$ cat src/hdl/swdfe_pkg.sv
`default_nettype none

package swdfe_pkg;

  // Fixed widths of the link timer and frame fields.
  localparam int unsigned TickW = 16;
  localparam int unsigned SlotW = 9;
  localparam int unsigned ByteW = 8;

  localparam logic [TickW-1:0] TickMax = '1;

  // Bit count at which a sent frame is complete (header, payload, parity).
  localparam logic [3:0] CmdFrameBits  = 4'd5;
  localparam logic [3:0] ByteFrameBits = 4'd10;
  // Last payload bit index of a received frame; the next one is parity.
  localparam logic [3:0] RxLastDataIdx = 4'd8;

  // Configuration register indexes.
  localparam logic [2:0] RegShortLow   = 3'd0;
  localparam logic [2:0] RegLongLow    = 3'd1;
  localparam logic [2:0] RegBitSlot    = 3'd2;
  localparam logic [2:0] RegSampDelay  = 3'd3;
  localparam logic [2:0] RegAckGap     = 3'd4;
  localparam logic [2:0] RegTimeout    = 3'd5;

  // Configuration reset values.
  localparam logic [7:0]       ShortLowRst  = 8'd12;
  localparam logic [7:0]       LongLowRst   = 8'd125;
  localparam logic [SlotW-1:0] BitSlotRst   = 9'd137;
  localparam logic [7:0]       SampDelayRst = 8'd62;
  localparam logic [7:0]       AckGapRst    = 8'd12;
  localparam logic [TickW-1:0] TimeoutRst   = 16'd8000;

  typedef enum logic [2:0] {
    PH_IDLE,
    PH_TXWAIT,
    PH_TXBIT,
    PH_ACKWAIT,
    PH_ACKSAMP,
    PH_RXWAIT,
    PH_RXSAMP,
    PH_GAP
  } phase_e;

  // Command codes double as the frame kind.
  typedef enum logic [1:0] {
    KIND_TICK,
    KIND_CMD,
    KIND_BYTE,
    KIND_RX
  } kind_e;

  typedef enum logic [2:0] {
    ST_OK,
    ST_NACK,
    ST_TIMEOUT,
    ST_BAD_HDR,
    ST_PARITY
  } status_e;

  typedef struct packed {
    logic [7:0]       short_low;
    logic [7:0]       long_low;
    logic [SlotW-1:0] bit_slot;
    logic [7:0]       samp_delay;
    logic [7:0]       ack_gap;
    logic [TickW-1:0] timeout;
  } cfg_t;

  typedef struct packed {
    phase_e           phase;
    kind_e            kind;
    logic [3:0]       bit_idx;
    logic [TickW-1:0] tick;
    logic [8:0]       shift;
    logic             par;
    logic [ByteW-1:0] rx_byte;
    logic             prev_line;
  } state_t;

  typedef struct packed {
    logic             drive_low;
    logic             busy;
    logic             done;
    status_e          status;
    logic [ByteW-1:0] rx_byte;
  } result_t;

endpackage

`default_nettype wire

$ cat src/hdl/single_wire_debug_frame_engine_unit.sv
// Pipeline: an input item is loaded into the input register at its transfer and moves on
// into the result register when that one is free or its result is being taken.
// Throughput: one item per cycle while the output side takes results; while a result
// waits, one more item is held in the input register and then the input stalls.
// Reset (rst_ni low, asynchronous): line state goes idle, all timing registers
// return to their default values, and both pipeline registers are emptied.
`default_nettype none

module single_wire_debug_frame_engine_unit (
  input  wire logic        clk_i,
  input  wire logic        rst_ni,
  // Configuration writes.
  input  wire logic        cfg_we_i,
  input  wire logic [2:0]  cfg_idx_i,
  input  wire logic [15:0] cfg_data_i,
  // Input stream.
  input  wire logic        s_axis_tvalid_i,
  output logic             s_axis_tready_o,
  input  wire logic [15:0] s_axis_tdata_i,  // line_in[0], data_byte[8:1], zero fill
  input  wire logic [1:0]  s_axis_tuser_i,  // cmd[1:0]
  // Result stream.
  output logic             m_axis_tvalid_o,
  input  wire logic        m_axis_tready_i,
  output logic [15:0]      m_axis_tdata_o   // drive_low[0], busy_res[1], done_res[2],
                                            // status[5:3], rx_byte[13:6], zero fill
);

  swdfe_pkg::cfg_t    cfg_q;
  swdfe_pkg::state_t  state_q, state_d;
  swdfe_pkg::result_t res_d, res_q;

  logic       in_valid_q;
  logic [1:0] in_cmd_q;
  logic       in_line_q;
  logic [7:0] in_data_q;
  logic       out_valid_q;
  logic       advance;

  // The buffered item moves into the result register when that one is free.
  assign advance         = in_valid_q & (~out_valid_q | m_axis_tready_i);
  assign s_axis_tready_o = ~in_valid_q | advance;

  // Configuration registers.
  always_ff @(posedge clk_i or negedge rst_ni) begin
    if (!rst_ni) begin
      cfg_q.short_low  <= swdfe_pkg::ShortLowRst;
      cfg_q.long_low   <= swdfe_pkg::LongLowRst;
      cfg_q.bit_slot   <= swdfe_pkg::BitSlotRst;
      cfg_q.samp_delay <= swdfe_pkg::SampDelayRst;
      cfg_q.ack_gap    <= swdfe_pkg::AckGapRst;
      cfg_q.timeout    <= swdfe_pkg::TimeoutRst;
    end else if (cfg_we_i) begin
      unique case (cfg_idx_i)
        swdfe_pkg::RegShortLow:  cfg_q.short_low  <= cfg_data_i[7:0];
        swdfe_pkg::RegLongLow:   cfg_q.long_low   <= cfg_data_i[7:0];
        swdfe_pkg::RegBitSlot:   cfg_q.bit_slot   <= cfg_data_i[8:0];
        swdfe_pkg::RegSampDelay: cfg_q.samp_delay <= cfg_data_i[7:0];
        swdfe_pkg::RegAckGap:    cfg_q.ack_gap    <= cfg_data_i[7:0];
        swdfe_pkg::RegTimeout:   cfg_q.timeout    <= cfg_data_i;
        default: ;
      endcase
    end
  end

  // Input register.
  always_ff @(posedge clk_i or negedge rst_ni) begin
    if (!rst_ni) begin
      in_valid_q <= 1'b0;
    end else if (s_axis_tready_o) begin
      in_valid_q <= s_axis_tvalid_i;
    end
  end

  always_ff @(posedge clk_i) begin
    if (s_axis_tvalid_i && s_axis_tready_o) begin
      in_cmd_q  <= s_axis_tuser_i;
      in_line_q <= s_axis_tdata_i[0];
      in_data_q <= s_axis_tdata_i[8:1];
    end
  end

  swdfe_step u_step (
    .state_i (state_q),
    .cfg_i   (cfg_q),
    .cmd_i   (in_cmd_q),
    .line_i  (in_line_q),
    .data_i  (in_data_q),
    .state_o (state_d),
    .res_o   (res_d)
  );

  // Link state, updated once per processed item.
  always_ff @(posedge clk_i or negedge rst_ni) begin
    if (!rst_ni) begin
      state_q.phase     <= swdfe_pkg::PH_IDLE;
      state_q.kind      <= swdfe_pkg::KIND_TICK;
      state_q.bit_idx   <= '0;
      state_q.tick      <= '0;
      state_q.shift     <= '0;
      state_q.par       <= 1'b0;
      state_q.rx_byte   <= '0;
      state_q.prev_line <= 1'b1;
    end else if (advance) begin
      state_q <= state_d;
    end
  end

  // Result register.
  always_ff @(posedge clk_i or negedge rst_ni) begin
    if (!rst_ni) begin
      out_valid_q <= 1'b0;
    end else if (advance) begin
      out_valid_q <= 1'b1;
    end else if (m_axis_tready_i) begin
      out_valid_q <= 1'b0;
    end
  end

  always_ff @(posedge clk_i) begin
    if (advance) begin
      res_q <= res_d;
    end
  end

  assign m_axis_tvalid_o = out_valid_q;
  assign m_axis_tdata_o  = {2'b00, res_q.rx_byte, res_q.status, res_q.done,
                            res_q.busy, res_q.drive_low};

endmodule

`default_nettype wire

$ cat src/hdl/swdfe_step.sv
`default_nettype none

// One tick of the frame engine: next state and result from the current
// state, the configuration and one input item.
module swdfe_step (
  input  swdfe_pkg::state_t  state_i,
  input  swdfe_pkg::cfg_t    cfg_i,
  input  logic [1:0]         cmd_i,
  input  logic               line_i,
  input  logic [7:0]         data_i,
  output swdfe_pkg::state_t  state_o,
  output swdfe_pkg::result_t res_o
);

  logic        fall;
  logic [15:0] tick_inc;
  // Sent bit timing.
  logic [15:0] tx_base;
  logic [15:0] tx_tc;
  logic        tx_bit;
  logic [7:0]  tx_low;
  logic        tx_drive;
  logic        tx_end;
  logic [3:0]  tx_idx_inc;
  logic [3:0]  tx_last;

  assign fall     = state_i.prev_line & ~line_i;
  assign tick_inc = (state_i.tick != swdfe_pkg::TickMax) ? state_i.tick + 16'd1 : state_i.tick;

  // A slot entered from the wait for a high line starts counting from zero.
  assign tx_base = (state_i.phase == swdfe_pkg::PH_TXWAIT) ? '0 : state_i.tick;
  assign tx_tc   = (tx_base != swdfe_pkg::TickMax) ? tx_base + 16'd1 : tx_base;

  always_comb begin
    if (state_i.kind == swdfe_pkg::KIND_RX) begin
      tx_bit = 1'b1;
    end else if (state_i.bit_idx == 4'd0) begin
      tx_bit = 1'b0;
    end else begin
      tx_bit = state_i.shift[8];
    end
  end

  assign tx_low     = tx_bit ? cfg_i.short_low : cfg_i.long_low;
  assign tx_drive   = tx_base < {8'd0, tx_low};
  assign tx_end     = (tx_tc >= {7'd0, cfg_i.bit_slot}) && (tx_tc >= {8'd0, tx_low});
  assign tx_idx_inc = state_i.bit_idx + 4'd1;
  assign tx_last    = (state_i.kind == swdfe_pkg::KIND_CMD) ? swdfe_pkg::CmdFrameBits
                                                            : swdfe_pkg::ByteFrameBits;

  // Phase sequencing.
  always_comb begin
    state_o        = state_i;
    res_o          = '0;
    res_o.status   = swdfe_pkg::ST_OK;

    unique case (state_i.phase) inside
      swdfe_pkg::PH_IDLE: begin
        if (cmd_i != swdfe_pkg::KIND_TICK) begin
          state_o.kind    = swdfe_pkg::kind_e'(cmd_i);
          state_o.bit_idx = '0;
          state_o.tick    = '0;
          state_o.par     = 1'b0;
          unique case (swdfe_pkg::kind_e'(cmd_i))
            swdfe_pkg::KIND_CMD: begin
              state_o.shift = {data_i[2:0], ^data_i[2:0], 5'd0};
              state_o.phase = swdfe_pkg::PH_TXWAIT;
            end
            swdfe_pkg::KIND_BYTE: begin
              state_o.shift = {data_i, ^data_i};
              state_o.phase = swdfe_pkg::PH_TXWAIT;
            end
            default: begin
              state_o.shift = '0;
              state_o.phase = swdfe_pkg::PH_RXWAIT;
            end
          endcase
        end
      end

      swdfe_pkg::PH_TXWAIT, swdfe_pkg::PH_TXBIT: begin
        if (state_i.phase == swdfe_pkg::PH_TXBIT || line_i) begin
          res_o.drive_low = tx_drive;
          if (!tx_end) begin
            state_o.phase = swdfe_pkg::PH_TXBIT;
            state_o.tick  = tx_tc;
          end else if (state_i.kind == swdfe_pkg::KIND_RX) begin
            // Acknowledge bit of a received frame is out.
            state_o.phase = swdfe_pkg::PH_IDLE;
            state_o.tick  = tx_tc;
            res_o.done    = 1'b1;
            res_o.status  = swdfe_pkg::ST_OK;
          end else begin
            if (state_i.bit_idx != 4'd0) begin
              state_o.shift = {state_i.shift[7:0], 1'b0};
            end
            state_o.bit_idx = tx_idx_inc;
            state_o.tick    = '0;
            state_o.phase   = (tx_idx_inc >= tx_last) ? swdfe_pkg::PH_ACKWAIT
                                                      : swdfe_pkg::PH_TXWAIT;
          end
        end
      end

      swdfe_pkg::PH_ACKWAIT, swdfe_pkg::PH_RXWAIT: begin
        if (fall) begin
          state_o.phase = (state_i.phase == swdfe_pkg::PH_ACKWAIT) ? swdfe_pkg::PH_ACKSAMP
                                                                   : swdfe_pkg::PH_RXSAMP;
          state_o.tick  = '0;
        end else begin
          state_o.tick = tick_inc;
          if (tick_inc >= cfg_i.timeout) begin
            state_o.phase = swdfe_pkg::PH_IDLE;
            res_o.done    = 1'b1;
            res_o.status  = swdfe_pkg::ST_TIMEOUT;
          end
        end
      end

      swdfe_pkg::PH_ACKSAMP: begin
        state_o.tick = tick_inc;
        if (tick_inc >= {8'd0, cfg_i.samp_delay}) begin
          state_o.phase = swdfe_pkg::PH_IDLE;
          res_o.done    = 1'b1;
          res_o.status  = line_i ? swdfe_pkg::ST_OK : swdfe_pkg::ST_NACK;
        end
      end

      swdfe_pkg::PH_RXSAMP: begin
        state_o.tick = tick_inc;
        if (tick_inc >= {8'd0, cfg_i.samp_delay}) begin
          state_o.tick = '0;
          if (state_i.bit_idx == 4'd0) begin
            // Header of a target frame must be a one.
            if (!line_i) begin
              state_o.phase = swdfe_pkg::PH_IDLE;
              res_o.done    = 1'b1;
              res_o.status  = swdfe_pkg::ST_BAD_HDR;
            end else begin
              state_o.bit_idx = 4'd1;
              state_o.phase   = swdfe_pkg::PH_RXWAIT;
            end
          end else if (state_i.bit_idx <= swdfe_pkg::RxLastDataIdx) begin
            state_o.shift   = {state_i.shift[7:0], line_i};
            state_o.par     = state_i.par ^ line_i;
            state_o.bit_idx = tx_idx_inc;
            state_o.phase   = swdfe_pkg::PH_RXWAIT;
          end else if (line_i != state_i.par) begin
            state_o.phase = swdfe_pkg::PH_IDLE;
            res_o.done    = 1'b1;
            res_o.status  = swdfe_pkg::ST_PARITY;
          end else begin
            state_o.rx_byte = state_i.shift[7:0];
            state_o.phase   = (cfg_i.ack_gap == 8'd0) ? swdfe_pkg::PH_TXWAIT
                                                      : swdfe_pkg::PH_GAP;
          end
        end
      end

      swdfe_pkg::PH_GAP: begin
        state_o.tick = tick_inc;
        if (tick_inc >= {8'd0, cfg_i.ack_gap}) begin
          state_o.phase = swdfe_pkg::PH_TXWAIT;
          state_o.tick  = '0;
        end
      end
    endcase

    state_o.prev_line = line_i;
    res_o.busy        = (state_o.phase != swdfe_pkg::PH_IDLE);
    res_o.rx_byte     = state_o.rx_byte;
  end

endmodule

`default_nettype wire

$ cat config.mk
export PLATFORM = sky130hd
export DESIGN_NAME = single_wire_debug_frame_engine_unit
export DESIGN_NICKNAME = d
export VERILOG_FILES = /design/src/hdl/swdfe_pkg.sv /design/src/hdl/single_wire_debug_frame_engine_unit.sv /design/src/hdl/swdfe_step.sv
export SDC_FILE = /design/constraint.sdc
export NUM_CORES = 1
export LEC_CHECK = 0
export ABC_AREA = 1
export CAP_MARGIN = 20
export CORE_MARGIN = 5
export CORE_UTILIZATION = 49
export CTS_CLUSTER_SIZE = 12
export DETAILED_ROUTE_END_ITERATION = 7
export DONT_BUFFER_PORTS = 1
export GPL_TIMING_DRIVEN = 0
export HOLD_SLACK_MARGIN = 0.12
export MAX_ROUTING_LAYER = met4
export PLACE_DENSITY = 0.66
export SETUP_SLACK_MARGIN = 0.4
export SLEW_MARGIN = 20
export SYNTH_ARGS = -nofsm -noshare
export SYNTH_HDL_FRONTEND = slang
export SYNTH_HIERARCHICAL = 1
export SYNTH_SLANG_ARGS = --single-unit
$ cat constraint.sdc
create_clock -name clk_i -period 3.9 [get_ports clk_i]
set_input_delay 0.39 -clock clk_i [delete_from_list [all_inputs] [get_ports clk_i]]
set_output_delay 0.39 -clock clk_i [all_outputs]
set_load 0.02 [all_outputs]
* After elaboration in Yosys (flattened, before gate mapping)
Index checks and enable logic that the tools add are counted.
** Cells by class
- $add $sub $neg :: 3
- $lt $le $gt $ge :: 8
- Equal/unequal tests :: 29
- Muxes and demuxes :: 64
- Bitwise operators :: 8
- Reduce and logical (&&, ||, !) cells :: 30
** Operators by type and width (count)
- two-way mux 16 bit :: 7
- one-hot mux 16 bit (6 select lines) :: 1
- two-way mux 4 bit :: 17
- greater-or-equal comparator 16 x 8 -> 1 bit :: 3
- two-way mux 3 bit :: 14
- two-way mux 38 bit :: 1
- two-way mux 35 bit :: 1
- adder 16 x 1 -> 16 bit, second input constant :: 2
- two-way mux 8 bit :: 4
- inequality test 16 bit, second input constant :: 2
- two-way mux 29 bit :: 1
- two-way mux 9 bit :: 3
- one-hot mux 9 bit (3 select lines) :: 1
- == test 3 bit, second input constant :: 6
- two-way mux 18 bit :: 1
- one-hot mux 3 bit (6 select lines) :: 1
- one-hot mux 9 bit (2 select lines) :: 1
- greater-or-equal comparator 16 bit :: 1
- greater-or-equal comparator 16 x 9 -> 1 bit :: 1
- < comparator 16 x 8 -> 1 bit :: 1
- one-hot mux 4 bit (4 select lines) :: 1
- AND reduction 2 bit :: 7
- == test 3 x 2 -> 1 bit, second input constant :: 4
- one-hot mux 4 bit (3 select lines) :: 1
- 34 further kinds :: 60
** Word-level totals
- Register bits after elaboration :: 128
- Input bits :: 42
- Output and inout port bits :: 18
- Word-level logic and storage cells :: 166

* Logic depth before layout (Yosys ltp)
Gate-level depths: netlist (run 1).
- Depth after elaboration :: 10
- Depth in mapped cells :: 41
- Depth with buffers taken out :: 38

* Cells and area by module
Netlist (run 1), hierarchy kept.
** By module, submodules not included
- swdfe_step :: instances 1, cells each 894, area an instance 5014.8 µm², seq. area each 0.0 µm²
- single_wire_debug_frame_engine_unit :: instances 1, cells each 484, area an instance 4880.9 µm², seq. area each 3359.5 µm²

* Worst setup path after synthesis (run 1)
No wires, ideal clock.
- Path kind :: register to register
- Start point :: reg state_q[43] (netlist name)
- End point :: reg res_q (netlist bit m_axis_tdata_o[1]) (data pin)
- Setup time :: 261 ps
- Data arrival time :: 3490 ps
- Required time :: 3639 ps
- Setup slack :: 148 ps
- Stages on the path, launching flop included :: 31
- Buffers on the path :: 3
- Period minus slack after synthesis :: 3752 ps
- Cell sequence :: dfrtp_1 > inv_1 > nand3_2 > clkbuf_8 > buf_2 > nand2_1 > inv_1 > ha_1 > inv_1 > nor2_4 > nand2_4 > nor2_8 > nand3_4 > buf_6 > o21ai_0 > ha_1 > a21boi_0 > o21ai_0 > nand2_1 > a21oi_1 > o21ai_0 > nand2_1 > nand2_1 > nand2_1 > nand2_4 > nand2_4 > nand2_1 > nand2_1 > nand2_1 > nand2_2 > nand3_1
** RTL lines
- start, declared :: RTL line single_wire_debug_frame_engine_unit.sv:29 : swdfe_pkg::state_t state_q, state_d;
- start signal, assigned :: RTL line single_wire_debug_frame_engine_unit.sv:104 : state_q <= state_d;
- end signal, assigned :: RTL line single_wire_debug_frame_engine_unit.sv:121 : res_q <= res_d;
- end, declared :: RTL line single_wire_debug_frame_engine_unit.sv:30 : swdfe_pkg::result_t res_d, res_q;

==> results of run 1 <==
## placed cells by master (no fill, tap or decap), types with 14 or more instances in the layout
| cell | netlist | final |
|---|---|---|
| nand3_1 | 166 | 150 |
| nand3_2 | 7 | 19 |
| nand2_2 | 8 | 23 |
| nand4_1 | 31 | 31 |
| ha_1 | 67 | 61 |
| nand2_1 | 494 | 470 |
| edfxtp_1 | 25 | 25 |
| o21ai_1 | 8 | 14 |
| dlygate4sd3_1 | 0 | 29 |
| nor2_1 | 53 | 46 |
| dfrtp_1 | 78 | 67 |
| a21oi_1 | 36 | 31 |
| clkbuf_16 | 0 | 18 |
| buf_4 | 15 | 57 |
| clkbuf_1 | 19 | 21 |
| inv_1 | 154 | 147 |
| o21ai_0 | 31 | 23 |
| dfstp_2 | 25 | 25 |
## final cells by class
cell class | count | area (um2) | share of cell area
timing repair buffer | 74 | 691 | 0.0570
buffer | 58 | 408 | 0.0336
sequential | 128 | 3370 | 0.278
clock inverter | 11 | 114 | 0.00939
tap | 270 | 338 | 0.0279
inverter | 164 | 631 | 0.0520
multi-input combinational | 1032 | 6120 | 0.505
clock buffer | 21 | 450 | 0.0371
## cell usage after synthesis (2+ instances only)
cell type	number
a2111oi_0	2
a21boi_0	3
a21oi_1	36
a32oi_1	4
and2_1	3
buf_1	3
buf_2	12
buf_4	15
buf_6	6
clkbuf_1	19
clkbuf_8	2
dfrtp_1	78
dfstp_2	25
edfxtp_1	25
ha_1	67
inv_1	154
inv_2	8
mux2i_1	7
nand2_1	494
nand2_2	8
nand2_4	6
nand3_1	166
nand3_2	7
nand3b_1	10
nand4_1	31
nand4_2	3
nand4_4	2
nor2_1	53
nor2_2	5
nor2_4	5
nor2_8	3
nor3_1	8
nor3_2	3
nor3b_1	2
nor4_1	2
o2111ai_1	8
o211ai_1	11
o21ai_0	31
o21ai_1	8
xnor2_1	10
xor2_1	18
## flip-flops by register name (all words and copies together) (netlist names)
| register | count |
|---|---|
| cfg_q | 57 |
| in_cmd_q | 2 |
| in_data_q | 8 |
| in_line_q | 1 |
| in_valid_q | 1 |
| m_axis_tdata_o | 14 |
| m_axis_tvalid_o | 1 |
| state_q | 44 |
## per-layer routing
metal | track usage | vias up | part of all wire | wire (um)
met1 | 0.389 | 4594 | 0.45 | 14100
met3 | 0.0575 | 45 | 0.095 | 2950
met5 | - | - | 0 | 0
met2 | 0.386 | 486 | 0.43 | 13400
met4 | 0.0758 | 0 | 0.016 | 504
li1 | - | 4693 | - | -
## tightest hold or removal path: cells and delay by family
family        cells  cell delay, ps
simple gates      3             160
## cell families after synthesis
group,synth area share
AND/OR/NAND/NOR,0.376
buffers and inverters,0.0986
flip-flops,0.339
AO/OA/AOI/OAI,0.0664
adder cells (fa/ha/maj),0.0847
XOR/XNOR,0.0264
multiplexers,0.00822
other,0.000379
## report_power, final
group / total, mW / internal [mW] / switching (mW)
Clock: 1.57 / 0.953 / 0.617
Combinational: 4.39 / 1.59 / 2.79
Sequential: 1.93 / 1.68 / 0.253
## timing repair
action,in CTS,in global routing
setup endpoints to repair,48,47
buffers inserted,31,11
cloned,3,2
pin swaps,38,46
hold buffers,30,0
resized for setup,76,52
hold endpoints to repair,169,0
## through the flow
stage | power (mW) | setup slack (ps)
global route | 8.37 | -84.8
CTS | 7.45 | 172
global placement | 5.19 | -453
finish | 7.89 | 61.5
detailed placement | 5.24 | -447
floorplan | 4.35 | 413
## worst paths after layout
path	to	from
min in group asynchronous	cfg_q[55]	rst_ni
min reg2reg	cfg_q[47]	cfg_q[47]
max reg2reg	state_q[15]	state_q[43]
max in group asynchronous	state_q[35]	rst_ni
max	state_q[15]	state_q[43]
min	cfg_q[47]	cfg_idx_i[1]
==> results.json, run 1 <==
{
  "final_nets": 1584,
  "start_kind": "register",
  "fmax_ghz": 0.261,
  "min_period_ps": 3840,
  "path_class": "register to register",
  "clockBufferDepth": 2,
  "slew_headroom": 0.454,
  "synth_edf_count": 25,
  "syn_inst": 1378,
  "power.density_nw_per_um2": 651,
  "wl_per_cell_um": 17.6,
  "slowest_stage": "dfrtp_1",
  "yosys.area.top_type_share": 0.197,
  "cpMostUsedCell": "nand2_8",
  "ys.warnings.count": 6,
  "crit_path_max_incr_delay_ps": 390,
  "die_h_um": 152,
  "ant_nets": 0,
  "cp.required_ps": 4260,
  "grt_pass1_wl_mm": 49.3,
  "endpoint_kind": "register",
  "min_path_cells": 3,
  "track_usage": 0.271,
  "stdcell_area_um2": 12100,
  "ff2ff_setup_slack_ps": 60,
  "seq_area_frac_synth": 0.339,
  "cts_root_buffer": "clkbuf_16",
  "critical-path-top-delay-family": "simple AND/OR/NAND/NOR gates",
  "syn_avg_cell_area_um2": 7.18,
  "placed_area_um2": 10300,
  "hold_class": "input port to register",
  "leakagePower_nw": 6.19,
  "avgViaCountPerCell": 5.58,
  "synth_seq_cells": 128,
  "synth_area_um2": 9900,
  "final.setup.tns_ps": 0,
  "firstDrtPassIters": 6,
  "cp.arrival_ps": 4200,
  "worst_pin_slew_ps": 816,
  "port_buffers": 0,
  "die_w_um": 152,
  "grt-ovfl-total": 0,
  "dieArea_um2": 23100,
  "maxCapViolCount": 0,
  "htree_levels": 4,
  "finalHoldViolCount": 0,
  "fin_skew_ps": 12.3,
  "drt_iter0_drc": 1158,
  "rsz0062_at_grt": "true",
  "cp_max_fo": 7,
  "period_share": 0.984,
  "dp.cells": 1649,
  "core-area_um2": 20000,
  "clock_latency_ps": 430,
  "grt_pass1_vias": 9200,
  "cts.reportedPaths.clkPinSlew_ps": 60,
  "ys.flop_type": "dfrtp_1",
  "slew_viol_final": 0,
  "ys_types": 56,
  "syn2layout_area_growth_pct": 22.5,
  "row_count": 52,
  "setup_viol": 0,
  "whs_ps": 135,
  "dp_hpwl_mm": 21.5,
  "ff2ff_path_depth": 30,
  "grt_max_degree": 104,
  "dr_total_vias": 9818,
  "layout.cells.non_filler": 1758,
  "synthTopCellsByArea": "dfrtp_1 20%, nand2_1 19%, ha_1 8.5%, nand3_1 8.4%, edfxtp_1 7.6%",
  "utilization": 0.605,
  "numClockSinks": 128,
  "status": "finished clean",
  "place_congestion": 0.950,
  "ys_async_sr_fraction": 0.805,
  "drive_gt1_frac": 0.190,
  "cts_buffers": 17,
  "yosysTopAreaCell": "dfrtp_1",
  "num-fill-cells": 1868,
  "critical_path_buf_inv_count": 8,
  "io_pins": 60,
  "start_util": 0.494,
  "remaining_drc_errors": 0,
  "tritoncts": "built",
  "diodes": 0,
  "cp.depth": 30,
  "peakVddDrop_mv": 0.391,
  "wirelength_mm": 31.0,
  "grt_antenna_before_repair": 0
}
Power figures use the tool's default switching activity.
==> run 2, diff against run 1 <==
--- a/config.mk
+++ b/config.mk
@@ -7,15 +7,17 @@
 export LEC_CHECK = 0
 export ABC_AREA = 1
 export CAP_MARGIN = 20
+export CELL_PAD_IN_SITES_DETAIL_PLACEMENT = 1
+export CELL_PAD_IN_SITES_GLOBAL_PLACEMENT = 1
 export CORE_MARGIN = 5
-export CORE_UTILIZATION = 49
+export CORE_UTILIZATION = 43
 export CTS_CLUSTER_SIZE = 12
 export DETAILED_ROUTE_END_ITERATION = 7
 export DONT_BUFFER_PORTS = 1
 export GPL_TIMING_DRIVEN = 0
 export HOLD_SLACK_MARGIN = 0.12
 export MAX_ROUTING_LAYER = met4
-export PLACE_DENSITY = 0.66
+export PLACE_DENSITY_LB_ADDON = 0.1
 export SETUP_SLACK_MARGIN = 0.4
 export SLEW_MARGIN = 20
 export SYNTH_ARGS = -nofsm -noshare
==> run 2 against run 1 <==
  * The run now ends with negative setup slack left
  * Total power grew 6.6%
  * Maximum frequency shrank 3.6%
  * Non-clock buffer count grew 24
  * Via count grew 4.7%
  * Clock skew grew 3.8 ps
  * Worst hold slack lost 9.1 ps
  * Highest routed layer unchanged
==> results.json, run 2 (synthesis results as in run 1) <==
{
  "core-area_um2": 22600,
  "slew_headroom": 0.310,
  "timing.rr.start": "state_q[41]",
  "grt_pass1_vias": 10300,
  "final.setup.tns_ps": -228,
  "hold_start": "cfg_idx_i[1]",
  "stdcell_area_um2": 12700,
  "htree_levels": 4,
  "slowest_stage": "dfrtp_2",
  "start_util": 0.437,
  "final_common_cell": "nand2_1",
  "layout.cells.non_filler": 1797,
  "fin_skew_ps": 16.1,
  "leakagePower_nw": 6.40,
  "ant_nets": 0,
  "peakVddDrop_mv": 0.324,
  "grt-ovfl-total": 0,
  "period_share": 1.02,
  "status": "finished, violations left",
  "slew_viol_final": 0,
  "wirelength_mm": 38.4,
  "place_congestion": 0.917,
  "critical_path_buf_inv_count": 5,
  "dp.cells": 1664,
  "p_total_mw": 8.41,
  "crit_path_max_incr_delay_ps": 430,
  "min_to": "cfg_q[43]",
  "grt_max_degree": 104,
  "endpoint_kind": "register",
  "cts_root_buffer": "clkbuf_16",
  "violations": "negative setup slack",
  "drt_iter0_drc": 840,
  "multiInputGateArea_um2": 6400,
  "maxCapViolCount": 0,
  "clockBufferDepth": 2,
  "largest_reg_flops": 57,
  "cts_buffers": 17,
  "min_period_ps": 3980,
  "cp.arrival_ps": 4330,
  "hold_class": "input port to register",
  "regMostFlops": "cfg_q",
  "avgViaCountPerCell": 5.72,
  "cpMostUsedCell": "nand2_1",
  "port_buffers": 0,
  "critical-path-top-delay-family": "simple AND/OR/NAND/NOR gates",
  "cp.required_ps": 4250,
  "finalHoldViolCount": 0,
  "wl_per_cell_um": 21.4,
  "clock_latency_ps": 430,
  "die_w_um": 162,
  "dieArea_um2": 26100,
  "place_ws_ps": -688,
  "io_pins": 60,
  "fmax_ghz": 0.251,
  "setup_viol": 8,
  "tritoncts": "built",
  "cp_max_fo": 6,
  "die_h_um": 162,
  "power.density_nw_per_um2": 661,
  "numClockSinks": 128,
  "firstDrtPassIters": 5,
  "start_kind": "register",
  "track_usage": 0.290,
  "path_class": "register to register",
  "dp_hpwl_mm": 25.2,
  "final_cell_mix": "460 x nand2_1, 142 x inv_1, 142 x nand3_1",
  "worst_pin_slew_ps": 1030,
  "num-fill-cells": 2757,
  "min_path_cells": 3,
  "seq_area_um2": 3380,
  "placed_area_um2": 10300,
  "fin_ws_ps": -82.4,
  "dr_total_vias": 10300,
  "grt_pass1_wl_mm": 57.9,
  "ff2ff_path_depth": 31,
  "cts.reportedPaths.clkPinSlew_ps": 70,
  "diodes": 0,
  "ff2ff_setup_slack_ps": -80,
  "final_nets": 1608,
  "drive_gt1_frac": 0.232,
  "timing.rr.end": "state_q[20]",
  "syn2layout_area_growth_pct": 28.5,
  "rsz0062_at_grt": "true",
  "remaining_drc_errors": 0,
  "row_count": 55,
  "grt_antenna_before_repair": 0
}
==> run 2: repair_timing <==
action                                  4_1_cts  5_1_grt
endpoints found under the setup margin       48       47
pin swaps                                    51       71
hold buffers                                 30        0
setup buffers                                36       30
endpoints found under the hold margin       167        0
gates resized for setup                      95      125
cloned                                        5        0
==> run 2: how the worst max path moves through the flow <==
stage,start,end,slack (ps),depth (start not counted)
floorplan,state_q[43],m_axis_tdata_o[1],410,38
global placement,state_q[19],state_q[7],-570,22
detailed placement,state_q[19],state_q[7],-690,22
CTS,state_q[43],state_q[12],110,31
global route,state_q[41],state_q[20],-230,31
finish,state_q[41],state_q[20],-80,31
==> run 2: final cells by class <==
| type | count | area share |
|---|---|---|
| multi-input cells | 1032 | 0.504 |
| plain buffers | 58 | 0.0353 |
| clock buffers | 20 | 0.0377 |
| well taps | 285 | 0.0280 |
| clock inverters | 12 | 0.00738 |
| repair buffers | 98 | 0.0720 |
| inverters | 164 | 0.0505 |
| flip-flops and latches | 128 | 0.266 |
==> run 2: tightest hold or removal path, stage by stage <==
cell	delay [ps]
nor2_8	40
nand3_1	70
nand2_1	50
==> run 2: where the power goes <==
part           switching [mW]  total [mW]  internal, mW
registers               0.265        1.94          1.68
clock network           0.677        1.58         0.900
logic                    3.14        4.88          1.74
==> run 2: layer usage <==
| layer | vias to the layer above | GRT usage | wire, um |
|---|---|---|---|
| li1 | 4732 | - | - |
| met1 | 5102 | 0.403 | 17000 |
| met2 | 388 | 0.449 | 18000 |
| met3 | 60 | 0.0462 | 2520 |
| met4 | 0 | 0.0719 | 793 |
| met5 | - | - | 0 |
==> run 2: per-stage QoR <==
step / hold WS, ps / util
6_report: 126 / 0.562
4_1_cts: 125 / 0.528
5_1_grt: 131 / 0.562
2_1_floorplan: 94.4 / -
3_3_place_gp: 98.6 / 0.456
3_5_place_dp: 99.1 / 0.456
==> run 3, diff against run 2 <==
--- a/config.mk
+++ b/config.mk
@@ -5,12 +5,11 @@
 export SDC_FILE = /design/constraint.sdc
 export NUM_CORES = 1
 export LEC_CHECK = 0
-export ABC_AREA = 1
 export CAP_MARGIN = 20
 export CELL_PAD_IN_SITES_DETAIL_PLACEMENT = 1
 export CELL_PAD_IN_SITES_GLOBAL_PLACEMENT = 1
 export CORE_MARGIN = 5
-export CORE_UTILIZATION = 43
+export CORE_UTILIZATION = 45
 export CTS_CLUSTER_SIZE = 12
 export DETAILED_ROUTE_END_ITERATION = 7
 export DONT_BUFFER_PORTS = 1
==> run 3 against run 2 <==
  * The flow still finishes with violations (negative setup slack)
  * Design area is 5.8% lower
  * Clock-buffer cell count is 3 lower
  * Cell count is 25% lower
==> results.json, run 3 <==
{
  "finalHoldViolCount": 0,
  "status": "finished, violations left",
  "whs_ps": 208,
  "ys.warnings.count": 6,
  "synth_area_um2": 9260,
  "grt-ovfl-total": 0,
  "drive_gt1_frac": 0.365,
  "endpoint_kind": "register",
  "wirelength_mm": 30.8,
  "grt_antenna_before_repair": 0,
  "switchingPower_mw": 2.93,
  "clock_latency_ps": 440,
  "drt_iter0_drc": 635,
  "power.density_nw_per_um2": 579,
  "slowest_stage": "or4_1",
  "yosysTopAreaCell": "dfrtp_1",
  "period_share": 1.18,
  "place_ws_ps": -1320,
  "final_cell_mix": "92 x mux2_2, 73 x nand2_1, 72 x dfrtp_1",
  "slew_headroom": 0.437,
  "largest_reg_flops": 57,
  "cts_buffers": 17,
  "clockPowerShare": 0.233,
  "syn2layout_area_growth_pct": 29.5,
  "syn_avg_cell_area_um2": 9.74,
  "die_h_um": 153,
  "cts_root_buffer": "clkbuf_16",
  "core-area_um2": 20200,
  "yosys.area.top_type_share": 0.211,
  "start_util": 0.458,
  "wl_per_cell_um": 22.8,
  "cp.arrival_ps": 4900,
  "cp_max_fo": 6,
  "synth_seq_cells": 128,
  "final_common_cell": "mux2_2",
  "regMostFlops": "cfg_q",
  "violations": "negative setup slack",
  "grt_max_degree": 104,
  "yosysMostFrequentCell": "mux2_2",
  "ys.flop_type": "dfrtp_1",
  "rsz0062_at_grt": "true",
  "maxCapViolCount": 0,
  "numClockSinks": 128,
  "die_w_um": 153,
  "ys_types": 79,
  "worst_pin_slew_ps": 837,
  "firstDrtPassIters": 5,
  "dp_hpwl_mm": 20.2,
  "synthTopCellsByArea": "dfrtp_1 21%, mux2_2 14%, ha_1 9.1%, edfxtp_1 8.1%, dfstp_2 7.1%",
  "final_nets": 1178,
  "crit_path_max_incr_delay_ps": 530,
  "row_count": 52,
  "fmax_ghz": 0.218,
  "fin_skew_ps": 13.5,
  "intPower_mw": 4.01,
  "place_congestion": 0.888,
  "remaining_drc_errors": 0,
  "ys_top_cells_by_count": "116 x mux2_2, 81 x nand2_1, 78 x dfrtp_1",
  "start_kind": "register",
  "io_pins": 60,
  "leakagePower_nw": 5.35,
  "diodes": 0,
  "seq_area_frac_synth": 0.363,
  "clockBufferDepth": 2,
  "ant_nets": 0,
  "track_usage": 0.268,
  "cp.required_ps": 4220,
  "min_period_ps": 4580,
  "avgViaCountPerCell": 5.97,
  "dr_total_vias": 8068,
  "setup_viol": 52,
  "dieArea_um2": 23500,
  "slew_viol_final": 0,
  "port_buffers": 0,
  "syn_inst": 950,
  "cts.reportedPaths.clkPinSlew_ps": 60,
  "tritoncts": "built",
  "htree_levels": 4,
  "synth_edf_count": 25,
  "cpMostUsedCell": "nor2_4",
  "grt_pass1_wl_mm": 48.5,
  "peakVddDrop_mv": 0.416,
  "ys_async_sr_fraction": 0.805,
  "hold_class": "input port to register",
  "path_cells": "clkbuf_8 -> nor2_4 -> nand2_4 -> buf_8 -> and2_4 -> ha_4 -> nand4_1 -> nand3_4 -> nor2_4 -> xor2_2 -> ha_1 -> and3_4 -> o2111ai_4 -> o21ai_4 -> a221oi_2 -> or4_1 -> buf_6 -> buf_12 -> a21oi_4 -> nand2_1 -> a221o_1 -> mux2_4",
  "stdcell_area_um2": 12000,
  "grt_pass1_vias": 8412,
  "power_frac_comb": 0.489,
  "fin_ws_ps": -683,
  "placed_area_um2": 9850,
  "path_class": "register to register",
  "power_frac_seq": 0.279,
  "power_switching_share": 0.422
}
## run 3: cell types whose count changed after synthesis, moves of 16 or more
cell / delta
nand2_1: -413
inv_1: -91
nand3_1: -134
nand2b_1: +16
mux2_2: +115
o21ai_0: +19
nand4_1: -22
## run 3: cell type report
type / count / area [um2]
Buffer: 56 / 427
Clock buffer: 17 / 425
Clock inverter: 15 / 159
Fill cell: 2186 / 8250
Inverter: 65 / 244
Multi-Input combinational cell: 703 / 6070
Sequential cell: 128 / 3370
Tap cell: 270 / 338
Timing Repair Buffer: 98 / 957
## run 3: metal layers
layer / routed length (um) / vias up / global-route usage
met3: 1340 / 36 / 0.0455
met5: 0 / - / -
met2: 14800 / 220 / 0.425
met4: 463 / 0 / 0.0669
met1: 14200 / 4122 / 0.360
li1: - / 3690 / -
## run 3: worst max-delay path, delay by kind of cell, from the launching register on
family	cells	cell delay, ps
and+or+nand+nor	9	1660
muxes	1	270
adders and majority gates	2	360
xor gates and xnor gates	1	230
DFF	1	390
buffers and inverters	4	570
AOI/OAI and AO/OA	5	970
## run 3: worst paths after layout
check / start / endpoint / slack (ps) / cells after the start
max: state_q[43] / state_q[36] / -680 / 22
min: m_axis_tready_i / m_axis_tvalid_o / 210 / 2
max reg2reg: state_q[43] / state_q[36] / -680 / 22
min reg2reg: cfg_q[14] / cfg_q[14] / 500 / 1
max in group asynchronous: rst_ni / state_q[32] / 2810 / 2
min in group asynchronous: rst_ni / cfg_q[31] / 550 / 2
## run 3: repair_timing
action | CTS | global route
gates resized for setup | 93 | 58
pin swaps | 36 | 32
hold endpoints to repair | 172 | 0
hold buffers | 30 | 0
gates cloned | 2 | 0
endpoints found under the setup margin | 55 | 54
setup buffers | 50 | 17
## run 3: stage by stage
stage               power [mW]  std cells   util  TNS (ps)
floorplan                 3.78        951      -     -1910
global placement          4.45       1221  0.487    -49030
detailed placement        4.53       1221  0.487    -47280
CTS                       6.68       1335  0.575    -14240
global route              7.35       1352  0.592    -25280
finish                    6.95       1352  0.592    -18670
## run 3: power by group through the flow
stage               combinational [mW]  clock, mW  sequential [mW]
floorplan                         1.93          0             1.85
global placement                  2.53          0             1.92
detailed placement                2.60          0             1.93
CTS                               3.11       1.64             1.92
global route                      3.65       1.72             1.97
finish                            3.40       1.62             1.94
## run 3: cell families (layout without fill, tap and decap cells)
family          Yosys count  after routing  share of synthesized area
fa+ha+maj                67             67                     0.0906
compound gates          209            209                      0.150
simple gates            262            263                      0.151
xor+xnor                 28             28                     0.0265
mux                     134            134                      0.161
buf+inv                 121            251                     0.0576
other cells               1              2                   0.000405
flops                   128            128                      0.363
